[src/design/pest_pkg.sv]
// ----------------------------------------------------------------------------
// Polygon edge span tracer package
// Command codes, table constants and the control and status bundles shared
// between the controller and the datapath.
// ----------------------------------------------------------------------------
`default_nettype none

package pest_pkg;

  // Command codes carried in the input tuser field.
  localparam logic [1:0] CMD_CLEAR = 2'd0;
  localparam logic [1:0] CMD_TRACE = 2'd1;
  localparam logic [1:0] CMD_READ  = 2'd2;
  localparam logic [1:0] CMD_NOP   = 2'd3;

  // Row minimum seen in a row that has never been written since reset.
  localparam logic [7:0] RESET_MIN = 8'd80;

  // Width of the error term; err + dx stays below 2^9 for 5-bit y and 8-bit x.
  localparam int ERR_W = 9;

  // Operations requested of the datapath for the current cycle.
  typedef struct packed {
    logic load;        // latch a new request and set up the edge walk
    logic clr_wr;      // write the empty span to the current row
    logic add;         // start a row: remember x, add dx to the error term
    logic step;        // one x step, subtract dy from the error term
    logic rd;          // read the current row from the table
    logic widen;       // write back the widened span of the current row
    logic y_inc;       // move to the next row
    logic set_final;   // the next row is the bottom row of the edge
    logic out_load;    // place the result in the output register
  } dp_cmd_t;

  // Status reported by the datapath to the controller.
  typedef struct packed {
    logic [1:0] cmd;        // command of the request in progress
    logic       y_eq;       // current row equals the last row
    logic       y_gt;       // current row lies after the last row
    logic       next_last;  // the row after the current one is the last row
    logic       err_ge;     // error term has reached dy
    logic       steep;      // edge has dx not greater than dy
    logic       final_row;  // the bottom row is being processed
    logic       out_free;   // output register can take a result
  } dp_stat_t;

endpackage

`default_nettype wire

[src/design/pest_dp.sv]
// ----------------------------------------------------------------------------
// Polygon edge span tracer datapath
// Holds the edge walk registers, the row span table with its valid bits and
// the output register.
// ----------------------------------------------------------------------------
`default_nettype none

module pest_dp #(
  parameter int ROWS = 32
) (
  input  wire                  clk_i,
  input  wire                  rst_ni,
  input  wire pest_pkg::dp_cmd_t cmd_i,
  output pest_pkg::dp_stat_t   stat_o,
  input  wire  [31:0]          in_tdata_i,
  input  wire  [1:0]           in_tuser_i,
  input  wire  [7:0]           empty_min_i,
  output logic                 out_tvalid_o,
  input  wire                  out_tready_i,
  output logic [23:0]          out_tdata_o,
  output logic [1:0]           out_tuser_o
);

  localparam int RowAw = (ROWS > 1) ? $clog2(ROWS) : 1;
  localparam int ExtW  = (RowAw > 5) ? RowAw : 5;

  // Request fields from the input tdata.
  logic [7:0] fx, sx, x1, x2, dx_n;
  logic [4:0] fy, sy, ya, yb, dy_n;
  logic       swap, right_n;

  assign fx = in_tdata_i[7:0];
  assign fy = in_tdata_i[12:8];
  assign sx = in_tdata_i[20:13];
  assign sy = in_tdata_i[25:21];

  // An edge is walked top to bottom; clear and read keep their row order.
  assign swap    = (in_tuser_i == pest_pkg::CMD_TRACE) && (fy > sy);
  assign x1      = swap ? sx : fx;
  assign x2      = swap ? fx : sx;
  assign ya      = swap ? sy : fy;
  assign yb      = swap ? fy : sy;
  assign dy_n    = yb - ya;
  assign right_n = x2 > x1;
  assign dx_n    = right_n ? (x2 - x1) : (x1 - x2);

  // Walk registers.
  logic [1:0]                   cmd_q;
  logic [4:0]                   y_q, y2_q, dy_q;
  logic [7:0]                   x_q, start_x_q, dx_q;
  logic [pest_pkg::ERR_W-1:0]   err_q;
  logic                         right_q, steep_q, final_q;

  always_ff @(posedge clk_i) begin
    if (cmd_i.load) begin
      cmd_q   <= in_tuser_i;
      y_q     <= ya;
      y2_q    <= yb;
      x_q     <= x1;
      dy_q    <= dy_n;
      dx_q    <= dx_n;
      right_q <= right_n;
      steep_q <= ({3'b000, dy_n} >= dx_n);
      err_q   <= pest_pkg::ERR_W'(dy_n >> 1);
    end else if (cmd_i.add) begin
      start_x_q <= x_q;
      err_q     <= err_q + pest_pkg::ERR_W'(dx_q);
    end else if (cmd_i.step) begin
      x_q   <= right_q ? (x_q + 8'd1) : (x_q - 8'd1);
      err_q <= err_q - pest_pkg::ERR_W'(dy_q);
    end else if (cmd_i.y_inc) begin
      y_q <= y_q + 5'd1;
    end
  end

  // Bottom row flag of the edge walk.
  always_ff @(posedge clk_i or negedge rst_ni) begin
    if (!rst_ni) begin
      final_q <= 1'b0;
    end else if (cmd_i.load) begin
      final_q <= 1'b0;
    end else if (cmd_i.set_final) begin
      final_q <= 1'b1;
    end
  end

  // Row address; rows at or beyond the table depth are never written.
  logic [ExtW-1:0]  y_ext;
  logic [RowAw-1:0] addr;
  logic             row_ok;

  assign y_ext  = ExtW'(y_q);
  assign addr   = y_ext[RowAw-1:0];
  assign row_ok = int'(y_q) < ROWS;

  // Span table with a valid bit per row; an unwritten row reads as empty.
  logic [7:0]      min_mem [ROWS];
  logic [7:0]      max_mem [ROWS];
  logic [ROWS-1:0] valid_q;
  logic [7:0]      rd_min_q, rd_max_q, cur_min, cur_max;
  logic            rd_vld_q;
  logic [7:0]      cand_min, cand_max, new_min, new_max, wr_min, wr_max;
  logic            wr_en;

  assign cur_min = rd_vld_q ? rd_min_q : pest_pkg::RESET_MIN;
  assign cur_max = rd_vld_q ? rd_max_q : 8'd0;

  // Candidate span of the row: the final x on the bottom row, one x on a
  // steep edge, and the whole run of steps on a shallow edge.
  always_comb begin
    if (final_q) begin
      cand_min = x_q;
      cand_max = x_q;
    end else if (steep_q) begin
      cand_min = start_x_q;
      cand_max = start_x_q;
    end else if (right_q) begin
      cand_min = start_x_q;
      cand_max = x_q;
    end else begin
      cand_min = x_q;
      cand_max = start_x_q;
    end
  end

  assign new_min = (cand_min < cur_min) ? cand_min : cur_min;
  assign new_max = (cand_max > cur_max) ? cand_max : cur_max;
  assign wr_en   = (cmd_i.clr_wr || cmd_i.widen) && row_ok;
  assign wr_min  = cmd_i.clr_wr ? empty_min_i : new_min;
  assign wr_max  = cmd_i.clr_wr ? 8'd0 : new_max;

  always_ff @(posedge clk_i) begin
    if (wr_en) begin
      min_mem[addr] <= wr_min;
      max_mem[addr] <= wr_max;
    end
    if (cmd_i.rd) begin
      rd_min_q <= min_mem[addr];
      rd_max_q <= max_mem[addr];
    end
  end

  always_ff @(posedge clk_i or negedge rst_ni) begin
    if (!rst_ni) begin
      valid_q  <= '0;
      rd_vld_q <= 1'b0;
    end else begin
      if (wr_en) begin
        valid_q[addr] <= 1'b1;
      end
      if (cmd_i.rd) begin
        rd_vld_q <= valid_q[addr];
      end
    end
  end

  // Result of the request; only a read of an existing row carries a span.
  logic       is_read;
  logic [7:0] res_min, res_max;
  logic       res_valid;

  assign is_read   = (cmd_q == pest_pkg::CMD_READ) && row_ok;
  assign res_min   = is_read ? cur_min : 8'd0;
  assign res_max   = is_read ? cur_max : 8'd0;
  assign res_valid = is_read && (cur_max >= cur_min);

  // Output register, which frees the input side while a result waits.
  logic        out_valid_q;
  logic [23:0] out_data_q;
  logic [1:0]  out_user_q;

  always_ff @(posedge clk_i or negedge rst_ni) begin
    if (!rst_ni) begin
      out_valid_q <= 1'b0;
    end else if (cmd_i.out_load) begin
      out_valid_q <= 1'b1;
    end else if (out_tready_i) begin
      out_valid_q <= 1'b0;
    end
  end

  always_ff @(posedge clk_i) begin
    if (cmd_i.out_load) begin
      out_data_q <= {7'b0000000, res_valid, res_max, res_min};
      out_user_q <= cmd_q;
    end
  end

  assign out_tvalid_o = out_valid_q;
  assign out_tdata_o  = out_data_q;
  assign out_tuser_o  = out_user_q;

  // Status towards the controller.
  assign stat_o.cmd       = cmd_q;
  assign stat_o.y_eq      = (y_q == y2_q);
  assign stat_o.y_gt      = (y_q > y2_q);
  assign stat_o.next_last = ((y_q + 5'd1) == y2_q);
  assign stat_o.err_ge    = (err_q >= pest_pkg::ERR_W'(dy_q));
  assign stat_o.steep     = steep_q;
  assign stat_o.final_row = final_q;
  assign stat_o.out_free  = !out_valid_q || out_tready_i;

endmodule

`default_nettype wire

[src/design/pest_ctrl.sv]
// ----------------------------------------------------------------------------
// Polygon edge span tracer controller
// Sequences clear, trace and read requests over the datapath, one request at
// a time.
// ----------------------------------------------------------------------------
`default_nettype none

module pest_ctrl (
  input  wire                  clk_i,
  input  wire                  rst_ni,
  input  wire                  in_tvalid_i,
  output logic                 in_tready_o,
  output pest_pkg::dp_cmd_t    cmd_o,
  input  wire pest_pkg::dp_stat_t stat_i
);

  localparam logic [2:0] S_IDLE  = 3'd0;
  localparam logic [2:0] S_START = 3'd1;
  localparam logic [2:0] S_CLR   = 3'd2;
  localparam logic [2:0] S_ADD   = 3'd3;
  localparam logic [2:0] S_STEP  = 3'd4;
  localparam logic [2:0] S_RD    = 3'd5;
  localparam logic [2:0] S_WR    = 3'd6;
  localparam logic [2:0] S_DONE  = 3'd7;

  logic [2:0] state_q, state_d;

  always_ff @(posedge clk_i or negedge rst_ni) begin
    if (!rst_ni) begin
      state_q <= S_IDLE;
    end else begin
      state_q <= state_d;
    end
  end

  assign in_tready_o = (state_q == S_IDLE);

  // Next state and datapath operations.
  always_comb begin
    cmd_o   = '0;
    state_d = state_q;
    unique case (state_q)
      S_IDLE: begin
        if (in_tvalid_i) begin
          cmd_o.load = 1'b1;
          state_d    = S_START;
        end
      end
      S_START: begin
        unique case (stat_i.cmd)
          pest_pkg::CMD_CLEAR: state_d = stat_i.y_gt ? S_DONE : S_CLR;
          pest_pkg::CMD_TRACE: state_d = stat_i.y_eq ? S_DONE : S_ADD;
          pest_pkg::CMD_READ:  state_d = S_RD;
          default:             state_d = S_DONE;
        endcase
      end
      S_CLR: begin
        cmd_o.clr_wr = 1'b1;
        if (stat_i.y_eq) begin
          state_d = S_DONE;
        end else begin
          cmd_o.y_inc = 1'b1;
        end
      end
      S_ADD: begin
        cmd_o.add = 1'b1;
        state_d   = S_STEP;
      end
      S_STEP: begin
        // A steep edge takes at most one step per row.
        cmd_o.step = stat_i.err_ge;
        if (stat_i.steep || !stat_i.err_ge) begin
          state_d = S_RD;
        end
      end
      S_RD: begin
        cmd_o.rd = 1'b1;
        state_d  = (stat_i.cmd == pest_pkg::CMD_READ) ? S_DONE : S_WR;
      end
      S_WR: begin
        cmd_o.widen = 1'b1;
        if (stat_i.final_row) begin
          state_d = S_DONE;
        end else begin
          cmd_o.y_inc = 1'b1;
          if (stat_i.next_last) begin
            cmd_o.set_final = 1'b1;
            state_d         = S_RD;
          end else begin
            state_d = S_ADD;
          end
        end
      end
      S_DONE: begin
        if (stat_i.out_free) begin
          cmd_o.out_load = 1'b1;
          state_d        = S_IDLE;
        end
      end
      default: state_d = S_IDLE;
    endcase
  end

endmodule

`default_nettype wire

[src/design/polygon_edge_span_tracer_top.sv]
// Throughput: one request at a time.
// Reset: the table reads empty (minimum 80, maximum 0) at once through per-row
// valid bits; empty_min returns to 80.
// ----------------------------------------------------------------------------
// Polygon edge span tracer
// Per-row span table filled by Bresenham edge tracing, with an APB register
// for the cleared minimum value.
// ----------------------------------------------------------------------------
`default_nettype none

module polygon_edge_span_tracer_top #(
  parameter int ROWS = 32
) (
  input  wire         clk_i,
  input  wire         rst_ni,
  // Input requests.
  input  wire         s_axis_tvalid,
  output logic        s_axis_tready,
  input  wire  [31:0] s_axis_tdata,  // first_x[7:0], first_y[12:8], second_x[20:13],
                                     // second_y[25:21], zero[31:26]
  input  wire  [1:0]  s_axis_tuser,  // command[1:0]
  // Results.
  output logic        m_axis_tvalid,
  input  wire         m_axis_tready,
  output logic [23:0] m_axis_tdata,  // span_min[7:0], span_max[15:8], span_valid[16],
                                     // zero[23:17]
  output logic [1:0]  m_axis_tuser,  // done_command[1:0]
  // Configuration.
  input  wire         psel,
  input  wire         penable,
  input  wire         pwrite,
  input  wire  [2:0]  paddr,
  input  wire  [31:0] pwdata,
  output logic [31:0] prdata,
  output logic        pready
);

  localparam logic REG_EMPTY_MIN = 1'b0;

  // Configuration register.
  logic [7:0] empty_min_q;
  logic       cfg_wr;

  assign pready = 1'b1;
  assign cfg_wr = psel && penable && pwrite && pready && (paddr[2] == REG_EMPTY_MIN);

  always_ff @(posedge clk_i or negedge rst_ni) begin
    if (!rst_ni) begin
      empty_min_q <= pest_pkg::RESET_MIN;
    end else if (cfg_wr) begin
      empty_min_q <= pwdata[7:0];
    end
  end

  assign prdata = (paddr[2] == REG_EMPTY_MIN) ? {24'd0, empty_min_q} : 32'd0;

  // Controller and datapath.
  pest_pkg::dp_cmd_t  dp_cmd;
  pest_pkg::dp_stat_t dp_stat;

  pest_ctrl u_ctrl (
    .clk_i       (clk_i),
    .rst_ni      (rst_ni),
    .in_tvalid_i (s_axis_tvalid),
    .in_tready_o (s_axis_tready),
    .cmd_o       (dp_cmd),
    .stat_i      (dp_stat)
  );

  pest_dp #(
    .ROWS (ROWS)
  ) u_dp (
    .clk_i        (clk_i),
    .rst_ni       (rst_ni),
    .cmd_i        (dp_cmd),
    .stat_o       (dp_stat),
    .in_tdata_i   (s_axis_tdata),
    .in_tuser_i   (s_axis_tuser),
    .empty_min_i  (empty_min_q),
    .out_tvalid_o (m_axis_tvalid),
    .out_tready_i (m_axis_tready),
    .out_tdata_o  (m_axis_tdata),
    .out_tuser_o  (m_axis_tuser)
  );

endmodule

`default_nettype wire

[config.mk]
export PLATFORM = sky130hd
export DESIGN_NAME = polygon_edge_span_tracer_top
export DESIGN_NICKNAME = d
export VERILOG_FILES = /design/src/design/pest_pkg.sv /design/src/design/pest_dp.sv /design/src/design/pest_ctrl.sv /design/src/design/polygon_edge_span_tracer_top.sv
export SDC_FILE = /design/constraint.sdc
export NUM_CORES = 1
export LEC_CHECK = 0
export ABC_AREA = 1
export BUFFER_PORTS_ARGS = -buffer_cell sky130_fd_sc_hd__buf_2
export CORE_MARGIN = 2
export CORE_UTILIZATION = 45
export CTS_CLUSTER_SIZE = 24
export DETAILED_ROUTE_END_ITERATION = 8
export PLACE_DENSITY = 0.69
export SKIP_LAST_GASP = 1
export SLEW_MARGIN = 20
export SYNTH_ARGS = -nofsm -noshare
export SYNTH_HDL_FRONTEND = slang
export SYNTH_SLANG_ARGS = --single-unit
[constraint.sdc]
create_clock -name clk_i -period 3.5 [get_ports clk_i]
set_input_delay 0.875 -clock clk_i [delete_from_list [all_inputs] [get_ports clk_i]]
set_output_delay 0.875 -clock clk_i [all_outputs]
set_load 0.01 [all_outputs]
* Word level (Yosys, flattened, before mapping) *
Memory sizes are Yosys's and may differ from the RTL's. A register that Yosys moved wholly into a read port is not among the register bits.
Cells that the tools add are included.

cells by class
  add/subtract/negate cells = 8
  multipliers = 0
  divide/modulo/power cells = 0
  order comparisons = 10
  equal/unequal tests = 18
  shift-type cells = 0
  mux-type cells = 64
  bitwise logic cells = 3
  reduce and logical (&&, ||, !) cells = 23

operators by type and width
  cell                                                                    number
  8-bit two-way mux                                                       20
  32-bit bitwise OR                                                       1
  5-bit two-way mux                                                       6
  3-bit two-way mux                                                       8
  3-bit case mux with 8 select lines                                      1
  1-bit two-way mux                                                       21
  9-bit two-way mux                                                       2
  8-bit > comparator                                                      2
  8-bit subtractor                                                        2
  3-bit equality test (second input constant)                             4
  5-bit equality test                                                     2
  5-bit > comparator                                                      2
  2-bit nonzero test                                                      5
  9-bit by 8-bit adder with 9-bit output                                  1
  9-bit by 5-bit greater-or-equal comparator with 1-bit output            1
  3-bit case mux with 3 select lines                                      1
  9-bit by 5-bit subtractor with 9-bit output                             1
  8-bit by 1-bit adder with 8-bit output (second input constant)          1
  5-bit by 8-bit greater-or-equal comparator with 1-bit output            1
  8-bit greater-or-equal comparator                                       1
  8-bit < comparator                                                      1
  2-bit by 1-bit != test with 1-bit output (second input constant)        4
  8-bit by 1-bit subtractor with 8-bit output (second input constant)     1
  3-bit by 2-bit equality test with 1-bit output (second input constant)  2
  23 further kinds                                                        35

storage, ports and cells
  bits in registers = 117
  bits in latches = 0
  memory bits (writable) = 512
  memory bits (read-only) = 0
  output and inout bits = 61
  logic and storage cells = 148
  memories = 2

memory list
  memory        words  width  rd ports  clocked after memory_dff  wr ports  RTL line       source
  u_dp.max_mem  32     8      1         1                         1         pest_dp.sv:98  logic [7:0] max_mem [ROWS];
  u_dp.min_mem  32     8      1         1                         1         pest_dp.sv:97  logic [7:0] min_mem [ROWS];

* Depth between registers and ports, before layout *
Gate-level depths: netlist (run 1).

  word-level depth = 9
  depth in mapped cells = 28
  gate-level depth less buffers = 27

* Hierarchy *
From an unflattened synthesis (run 1), not the netlist that was laid out.

second synthesis, totals
  cells, all modules = 2,530
  area total of the unflattened synthesis = 28,886.5 sq um

by module, submodules not included
  module                        times used  cells an instance  area each (sq um)
  pest_dp                       1           2,376              27,835.4
  polygon_edge_span_tracer_top  1           81                 611.8
  pest_ctrl                     1           73                 439.2

* Worst setup path after synthesis (run 1) *
OpenSTA, ideal clock, no wires.

  path type = input-to-reg
  start point = in s_axis_tdata[24]
  end point = reg u_dp.steep_q, data pin
  arrival time = 3,768 ps
  required time = 3,246 ps
  path slack = -522 ps
  stages = 25
  path through = inv_1 -> ha_1 -> nand2_2 -> inv_2 -> a21oi_4 -> buf_2 -> nand3_1 -> nand3_1 -> ha_1 -> inv_1 -> nand2_1 -> nand2_1 -> nand2_1 -> nand2_1 -> a21boi_2 -> or2_1 -> o21ai_1 -> ha_1 -> a21boi_0 -> o211ai_1 -> nand2_1 -> o21ai_0 -> nand2_1 -> nand3_1 -> nor3_2

on the way
  word-level cells in the longest chain between the ends = 6

ends and longest elaborated chain
  element                                                           RTL line                            source
  start, declared                                                   polygon_edge_span_tracer_top.sv:19  input wire [31:0] s_axis_tdata,
  5-bit > comparator (*)                                            pest_dp.sv:38                       assign swap = (in_tuser_i == pest_pkg::CMD_TRACE) && (fy > sy);
  1-bit logical AND (*)                                             pest_dp.sv:38
  8-bit two-way mux (on tied branches)                              pest_dp.sv:40, pest_dp.sv:39
  8-bit > comparator (*)                                            pest_dp.sv:44                       assign right_n = x2 > x1;
  named net u_dp.right_n                                            pest_dp.sv:30                       logic swap, right_n;
  8-bit two-way mux (*)                                             pest_dp.sv:45                       assign dx_n = right_n ? (x2 - x1) : (x1 - x2);
  5-bit by 8-bit greater-or-equal comparator with 1-bit output (*)  pest_dp.sv:63                       steep_q <= ({3'b000, dy_n} >= dx_n);
  end signal, assigned                                              pest_dp.sv:63
  end, declared                                                     pest_dp.sv:52                       logic right_q, steep_q, final_q;

Mark *: on every way through the listed nets, which the timed path passes. The rest lies on a longest branch.
A chain may end at the register's enable or synchronous reset.

* Final worst setup path (run 1) *
  start point = in s_axis_tdata[23]
  end point = reg u_dp.steep_q, data pin

Same word-level chain as after synthesis.

==> run summary, run 1 <==
The total power per unit cell area came out at 1011 mW/mm^2. The count of boundary I/O pins is 137. The post-synthesis compound-gate area fraction came to 0.1337. The chip height came out at 255.8 um. The flop-to-flop setup slack is 0.30 ns. The number of antenna diodes in the final layout is 0. The starting utilization of the core area is 0.4540. The count of yosys warnings during synthesis came out at 0. The tightest slew margin relative to the limit came out at 0.4280. The detailed placement HPWL came out at 45620 um. The post-layout instance area is 0.03341 mm^2.

The proportion of synthesized chip area in sequential cells is 0.6691. TritonCTS built the clock tree. Once detail routing completed, the nets flagged for antenna violations numbered 0.

Of the total synthesized cell area, the portion taken by full adders, half adders and majority gates is 0.03192. The detailed-route vias per instance came out at 5.630. The final net count came out at 2836. In the post-synthesis netlist, the biggest area contributors are edfxtp_1 63%, o21ai_0 6.3%, nor2_1 5.2%.

The leakage power came out at 12.56 nW. Setup repair after global routing could not meet its margin everywhere. For this run, asynchronously set or reset flops after synthesis account for 0.07132. The via count of the routed design is 20200. The TritonCTS sink count is 645. The flow ran to the end, and the final reports show no timing, DRC or antenna violations.

In the final timing run, aggregate negative setup slack is 0 ns. The overall routed net length is 74420 um. The number of buffers inserted for hold repair after clock tree synthesis came out at 0. The H-tree was split into 2 levels. The first-pass GRT wire length came out at 113400 um.

The clock arrives with 0.04123 ns of skew. CTS placed an instance of clkbuf_16 at the clock tree root. Of the total synthesized cell area, the portion taken by XOR and XNOR cells is 0.006095. The maximum clock insertion buffer count is 3. Counting flops with a built-in enable in the synthesized netlist gives 594.

Summing all placed instances gives a cell area of 0.03112 mm^2. The remaining global-route overflow came out at 0. Of all cell types, the one taking the most synthesized area is edfxtp_1.

The average cell area after synthesis is 11.45 um^2. The flop and latch count out of synthesis came out at 645. The worst setup path is of the input port to flip-flop kind. The max-capacitance violation count came out at 0. The final weighted congestion in routability-driven placement came out at 0.8873. The final total power came out at 0.03378 W. The number of global-route vias before repair is 19640. Across every metal layer, demand over resource in global routing totals 0.2243.

The total iterations of the first detailed-routing run is 5. Counting distinct cell types in the post-synthesis netlist gives 54. The area growth from synthesis to layout came out at 17.10%. Entering global routing, the biggest net connects 148 pins. Setup violations remaining at the end of the flow were counted as 0. The routed wirelength normalized by instance count came out at 20.74 um. The clock latency on the worst-skew pair came out at 0.67 ns. The share of the clock period used by the worst path came out at 0.9577. For the worst setup path, the data arrival time is 3.75 ns. The main combinational cell family by area after synthesis is compound AO/OA/AOI/OAI gates. The simple logic cell fraction of the synthesized area came out at 0.1117. The number of DRC violations after detailed routing is 0. The area enclosed by the die boundary is 0.06544 mm^2. The share of synthesized area in the top cell type comes to 0.6252.

The number of standard cells after synthesis is 2492. The horizontal die dimension is 255.8 um. Along the worst path, the maximum fanout reaches 12.

The number of hold-slack violations in the final timing report is 0. The data required time of the worst path is 3.90 ns. Hold is met by 0.1951 ns. The clock period minus worst slack is 3.352 ns. In this run the critical register-to-register path is captured at u_dp.max_mem[9][0]. The count of input and output buffers came out at 72. The clock slew seen by the registers of the worst setup and hold paths came out at 0.07 ns. The total clock buffers created by CTS is 61.

The worst vdd rail ir drop came out at 0.9412 mV. The prevailing post-synth register cell is edfxtp_1. The max-slew violation count came out at 0. The post-synthesis mux area share is 0.0003508. The post-synth design cell area is 0.02853 mm^2. STA classifies the critical path startpoint as an input port. At the pin with the least slew margin, the transition time is 0.8570 ns. The worst register-to-register path begins at u_dp.right_q.

The nature of the critical path endpoint is a flip-flop. Of the cells placed in the final design, the portion with a size suffix greater than 1 is 0.1637. After the first detailed-routing iteration, the DRC count stood at 2165. The worst register-to-register path has a depth of 14. In this run the worst hold path is classified as input port to asynchronous set/reset pin. The region available for standard cell placement spans 0.06285 mm^2. The initial antenna violation count is 2. After filler insertion, the fill cell instance count of the layout stands at 5196.

The maximum achievable frequency came out at 0.2983 GHz. Row generation in the floorplan step produced 92 rows.
==> power by group <==
group	switching, W	internal, W
Combinational	0.00974	0.00432
Sequential	0.000409	0.0123
Clock	0.00293	0.00410
==> worst max-delay path by stage <==
| stage | end | depth (start not counted) | start |
|---|---|---|---|
| 2_1_floorplan | u_dp.steep_q | 26 | s_axis_tdata[23] |
| 3_3_place_gp | u_dp.steep_q | 27 | s_axis_tdata[23] |
| 3_5_place_dp | u_dp.steep_q | 25 | s_axis_tdata[23] |
| 4_1_cts | u_dp.steep_q | 25 | s_axis_tdata[23] |
| 5_1_grt | u_dp.steep_q | 25 | s_axis_tdata[23] |
| 6_report | u_dp.steep_q | 25 | s_axis_tdata[23] |
==> cells in the mapped netlist, types with 2 or more instances <==
| cell | instances |
|---|---|
| a211oi_1 | 4 |
| a31oi_1 | 3 |
| inv_1 | 159 |
| nor2_1 | 393 |
| nand4_1 | 14 |
| dfstp_2 | 2 |
| nand3_1 | 60 |
| clkinv_1 | 2 |
| a21boi_0 | 2 |
| conb_1 | 2 |
| buf_2 | 6 |
| buf_4 | 33 |
| nor4_1 | 2 |
| a22o_1 | 34 |
| fa_1 | 3 |
| xnor2_1 | 2 |
| o22ai_1 | 131 |
| buf_1 | 6 |
| nor3_1 | 11 |
| xor2_1 | 16 |
| buf_6 | 3 |
| nand2_1 | 263 |
| o211ai_1 | 13 |
| a21oi_2 | 2 |
| nand3b_1 | 2 |
| inv_2 | 2 |
| dfxtp_1 | 5 |
| a21o_1 | 2 |
| nand2_2 | 3 |
| o21ai_1 | 8 |
| a221oi_1 | 33 |
| o21ai_0 | 360 |
| clkbuf_1 | 104 |
| dfrtp_1 | 44 |
| or2_2 | 28 |
| edfxtp_1 | 594 |
| o21a_1 | 3 |
| a21oi_1 | 55 |
| ha_1 | 68 |
==> layout make-up <==
cell class | instances | area [um^2] | area share
Clock buffer | 80 | 1658 | 0.04962
Clock inverter | 36 | 511.7 | 0.01532
Inverter | 163 | 618.1 | 0.01850
Multi-Input combinational cell | 1562 | 8428 | 0.2523
Sequential cell | 645 | 19090 | 0.5714
Tap cell | 846 | 1059 | 0.03168
Timing Repair Buffer | 256 | 2046 | 0.06123
==> state kept, by name (all words and copies together) (netlist names), 9 cells and up <==
signal            cells
u_dp.out_tdata_o     17
u_dp.min_mem        256
u_dp.max_mem        256
u_dp.err_q            9
u_dp.valid_q         32
==> cells in the final DEF (no fill, tap or decap), types with 10 or more instances in the layout <==
cell type	instances
ha_1	62
a21oi_2	11
o211ai_1	13
conb_1	32
buf_4	157
edfxtp_1	594
clkbuf_1	13
nand4_1	14
o21ai_1	12
a221oi_1	33
a21oi_1	46
buf_12	22
o21ai_0	348
a22o_1	34
nand3_1	56
inv_1	153
bufinv_16	10
xor2_1	15
nand2_1	255
clkbuf_16	61
buf_2	71
nand2_2	10
dfrtp_1	44
or2_2	28
nor2_1	392
o22ai_1	130
==> cell families (layout without fill, tap and decap cells) <==
family / count (synthesis) / after routing
flops: 645 / 645
mux: 1 / 1
xor+xnor: 19 / 19
buf+inv: 315 / 535
fa+ha+maj: 71 / 71
other cells: 2 / 32
compound gates: 657 / 657
simple gates: 782 / 782
==> per-stage QoR <==
step / setup WS [ns] / utilization / cells
floorplan: -0.3383 / - / 2522
global placement: -0.4852 / 0.4952 / 3466
detailed placement: -0.5610 / 0.4952 / 3466
CTS: 0.1155 / 0.5297 / 3582
global route: -0.07864 / 0.5316 / 3588
finish: 0.1479 / 0.5316 / 3588
==> critical path, cell delays in order <==
cell and delay, ns:
buf_2 0.10, inv_1 0.08, ha_4 0.21, nand2_2 0.08
nor2_2 0.05, a21oi_4 0.22, buf_6 0.19, nand3_1 0.11
nand2_1 0.10, nand3_1 0.10, nand2_2 0.09, inv_1 0.05
nand2_2 0.07, nand2_2 0.06, a21boi_2 0.17, or2_1 0.14
o21ai_2 0.07, ha_1 0.29, a21boi_0 0.13, o211ai_1 0.16
nand2_1 0.07, o21ai_1 0.13, nand2_1 0.09, nand3_2 0.08
nor3_2 0.04
==> layer usage <==
layer / global-route usage / vias to the layer above / part of all wire
li1: - / 9307 / -
met1: 0.3021 / 9850 / 0.41
met2: 0.3755 / 903 / 0.48
met3: 0.03060 / 141 / 0.080
met4: 0.07667 / 0 / 0.033
met5: 0 / - / 0
==> what timing repair did <==
item                       in CTS  in global routing
gates resized for setup         0                 27
setup buffers                   0                  6
setup endpoints to repair       0                 33
(Power assumes the default switching activity.)
==> run 2, diff against run 1 <==
- CTS_BUF_LIST: default -> sky130_fd_sc_hd__clkbuf_2
==> run summary, run 2 (synthesis gave the netlist of run 1 again) <==
The maximum fanout count along the critical path came out at 12 (unchanged). The maximum achievable frequency is 0.3019 GHz (+1.2%). The kind of cell with the highest combined delay along the critical path is buffers and inverters. The worst setup path is launched from an input port. The share of the clock period used by the worst path came out at 0.9463 (-0.01140). The number of global-route vias before repair was 20480 (+4.3%). The worst path buffer plus inverter count is 6 (+2). The detailed-route vias per instance came out at 5.513 (-2.1%). The number of DRC violations after detailed routing is 0 (unchanged). The count of input and output buffers came out at 72 (unchanged). The total of endpoints with negative setup slack in the final report came out at 0 (unchanged). In this run the worst hold path is classified as input port to flip-flop.

The leakage power came out at 12.64 nW (+0.65%). The signal on the critical path passes through dlygate4sd3_1 > buf_2 > inv_1 > ha_4 > nand2_2 > inv_2 > nand2_1 > nand3_4 > nand2_4 > buf_4 > buf_4 > nor2_1 > a21oi_2 > o211ai_2 > ha_1 > a21o_1 > xor2_1 > ha_1 > o211ai_1 > nand2_1 > o21ai_1 > nand2_1 > nand3_1 > nor3_2. The TritonCTS sink count is 645 (unchanged). The first-pass GRT wire length is 114700 um (+1.1%). The cell area after placement came out at 0.03112 mm^2 (unchanged). The post-layout instance area came out at 0.03273 mm^2 (-2.0%).

The count of placed standard cells in the final layout, fillers left out came out at 3759 (+4.8%). The via count of the routed design is 20730 (+2.6%). The starting utilization of the core area came to 0.4540 (unchanged). The combined global-route utilization of all metal layers is 0.2284 (+0.004106). The root buffer selected by CTS is clkbuf_2. The cell count after placement came out at 3466 (unchanged). The final hold slack came out at 0.1861 ns (-0.009010 ns). The final worst clock skew came out at 0.08608 ns (+0.04485 ns). The total clock buffers created by CTS is 155 (+150%). The violation count after the first detailed-routing iteration is 1828 (-16%). The library cells used most frequently in the layout, excluding fill and tap cells, are 594 x edfxtp_1, 392 x nor2_1, 349 x o21ai_0. The max-slew violation count came out at 0 (unchanged). The final core utilization is 0.5208 (-0.01077). The number of placement rows was 92 (unchanged). STA classifies the critical path endpoint as a flip-flop. The area growth from synthesis to layout is 14.73%. The remaining global-route overflow is 0 (unchanged). The tightest slew margin relative to the limit is 0.4266 (-0.001470). The clock period minus worst slack came to 3.312 ns (-0.03988 ns).

The final weighted congestion in routability-driven placement is 0.8873 (unchanged). met2 is the most crowded layer. The final total power came out at 0.03150 W (-6.8%).

The remaining antenna violation count after routing is 0 (unchanged). The count of boundary I/O pins was 137 (unchanged). The flow ran to the end, and the final reports show no timing, DRC or antenna violations. The max-capacitance violation count is 0 (unchanged). The signal arrival time at the worst endpoint is 4.33 ns (+0.58 ns). The detailed placement HPWL is 45620 um (unchanged). The routed wirelength normalized by instance count is 19.89 um (-4.1%). The met3 usage was 0.04951 (+0.01891).

The number of hold-slack violations in the final timing report is 0 (unchanged). The worst-margin pin slew came to 0.8601 ns (+0.003148 ns). The initial antenna violation count is 2 (unchanged). The core region area came out at 0.06285 mm^2 (unchanged). The total power per unit cell area is 962.3 mW/mm^2 (-4.8%).

The most common library cell in the layout ignoring fill and taps is edfxtp_1. The chip height came out at 255.8 um (unchanged). The post-CTS setup buffer count is 0 (unchanged).

The total iterations of the first detailed-routing run came out at 5 (unchanged). The worst vdd rail ir drop came out at 0.9638 mV (+2.4%). The clock latency on the worst-skew pair came to 1.31 ns (+0.64 ns). The share of cells above drive strength 1 came out at 0.1988 (+0.03508). The largest registers in the layout are u_dp.max_mem (256), u_dp.min_mem (256), u_dp.valid_q (32). The area enclosed by the die boundary came out at 0.06544 mm^2 (unchanged).

The fraction of met2 tracks used by global routing is 0.3819 (+0.006341). The final net count is 2948 (+3.9%). The cell that appears most often on the critical path is nand2_1. The clock slew seen by the registers of the worst setup and hold paths is 0.10 ns (+0.03 ns).

By startpoint and endpoint, the worst setup path is classified as input port to flip-flop. The delay contributed by the slowest stage of the critical path is 0.54 ns (+0.25 ns). The met1 capacity usage during global routing came out at 0.2950 (-0.007015). The largest net degree at the start of global routing was 148 (unchanged).

The data required time of the worst path came out at 4.51 ns (+0.61 ns). The H-tree level count came out at 4 (+2). Setup repair after global routing left no endpoint under its margin. The TritonCTS clock tree is yes. The slowest stage of the critical path belongs to the cell dlygate4sd3_1. The overall routed net length is 74770 um (+0.47%). The horizontal die dimension is 255.8 um (unchanged).

The maximum clock insertion buffer count came out at 3 (unchanged).
[run 2: repair_timing]
action / 4_1_cts / 5_1_grt
hold buffers: 24 / 0
endpoints found under the setup margin: 0 / 26
gates resized for setup: 0 / 5
endpoints found under the hold margin: 64 / 0
[run 2: area by class of cell]
type,count,area [um^2]
Fill cell,5392,30120
Multi-Input combinational cell,1562,8388
Clock inverter,40,222.7
Tap cell,846,1059
Clock buffer,228,1141
Timing Repair Buffer,274,2212
Sequential cell,645,19090
Inverter,163,618.1
Antenna cell,1,2.502
[run 2: power by group]
group / leakage, nW / total (W) / internal, W / switching, W
Clock: 1.05 / 0.00475 / 0.00183 / 0.00292
Sequential: 5.99 / 0.0127 / 0.0123 / 0.000415
Combinational: 5.60 / 0.0141 / 0.00433 / 0.00973
Total: 12.6 / 0.0315 / 0.0184 / 0.0131
[run 2: worst paths after layout]
check / from / cells after the start / slack, ns / end
max in group asynchronous: rst_ni / 4 / 1.79 / empty_min_q[3]
min reg2reg: u_dp.valid_q[5] / 2 / 0.47 / u_dp.valid_q[5]
max reg2reg: u_dp.right_q / 13 / 0.34 / u_dp.max_mem[30][4]
min in group asynchronous: rst_ni / 3 / 0.68 / u_dp.final_q
min: s_axis_tdata[23] / 5 / 0.19 / u_dp.y2_q[2]
max: s_axis_tdata[24] / 24 / 0.19 / u_dp.steep_q
[run 2: routing by layer]
layer | up-vias | part of all wire
met5 | - | 0
met4 | 0 | 0.024
met3 | 127 | 0.080
met2 | 908 | 0.49
met1 | 10070 | 0.41
li1 | 9618 | -
[run 2: worst min-delay path, stage by stage]
cell     delay [ns]
buf_2          0.09
buf_4          0.10
nand2_1        0.04
o21ai_1        0.10
buf_4          0.13
[run 2: per-stage QoR]
| step | TNS [ns] | worst slack [ns] |
|---|---|---|
| after floorplan | -3.098 | -0.3383 |
| after global placement | -0.5465 | -0.4852 |
| after detailed placement | -0.6925 | -0.5610 |
| after CTS | 0 | 0.05876 |
| after global routing | 0 | 0.01281 |
| final | 0 | 0.1878 |
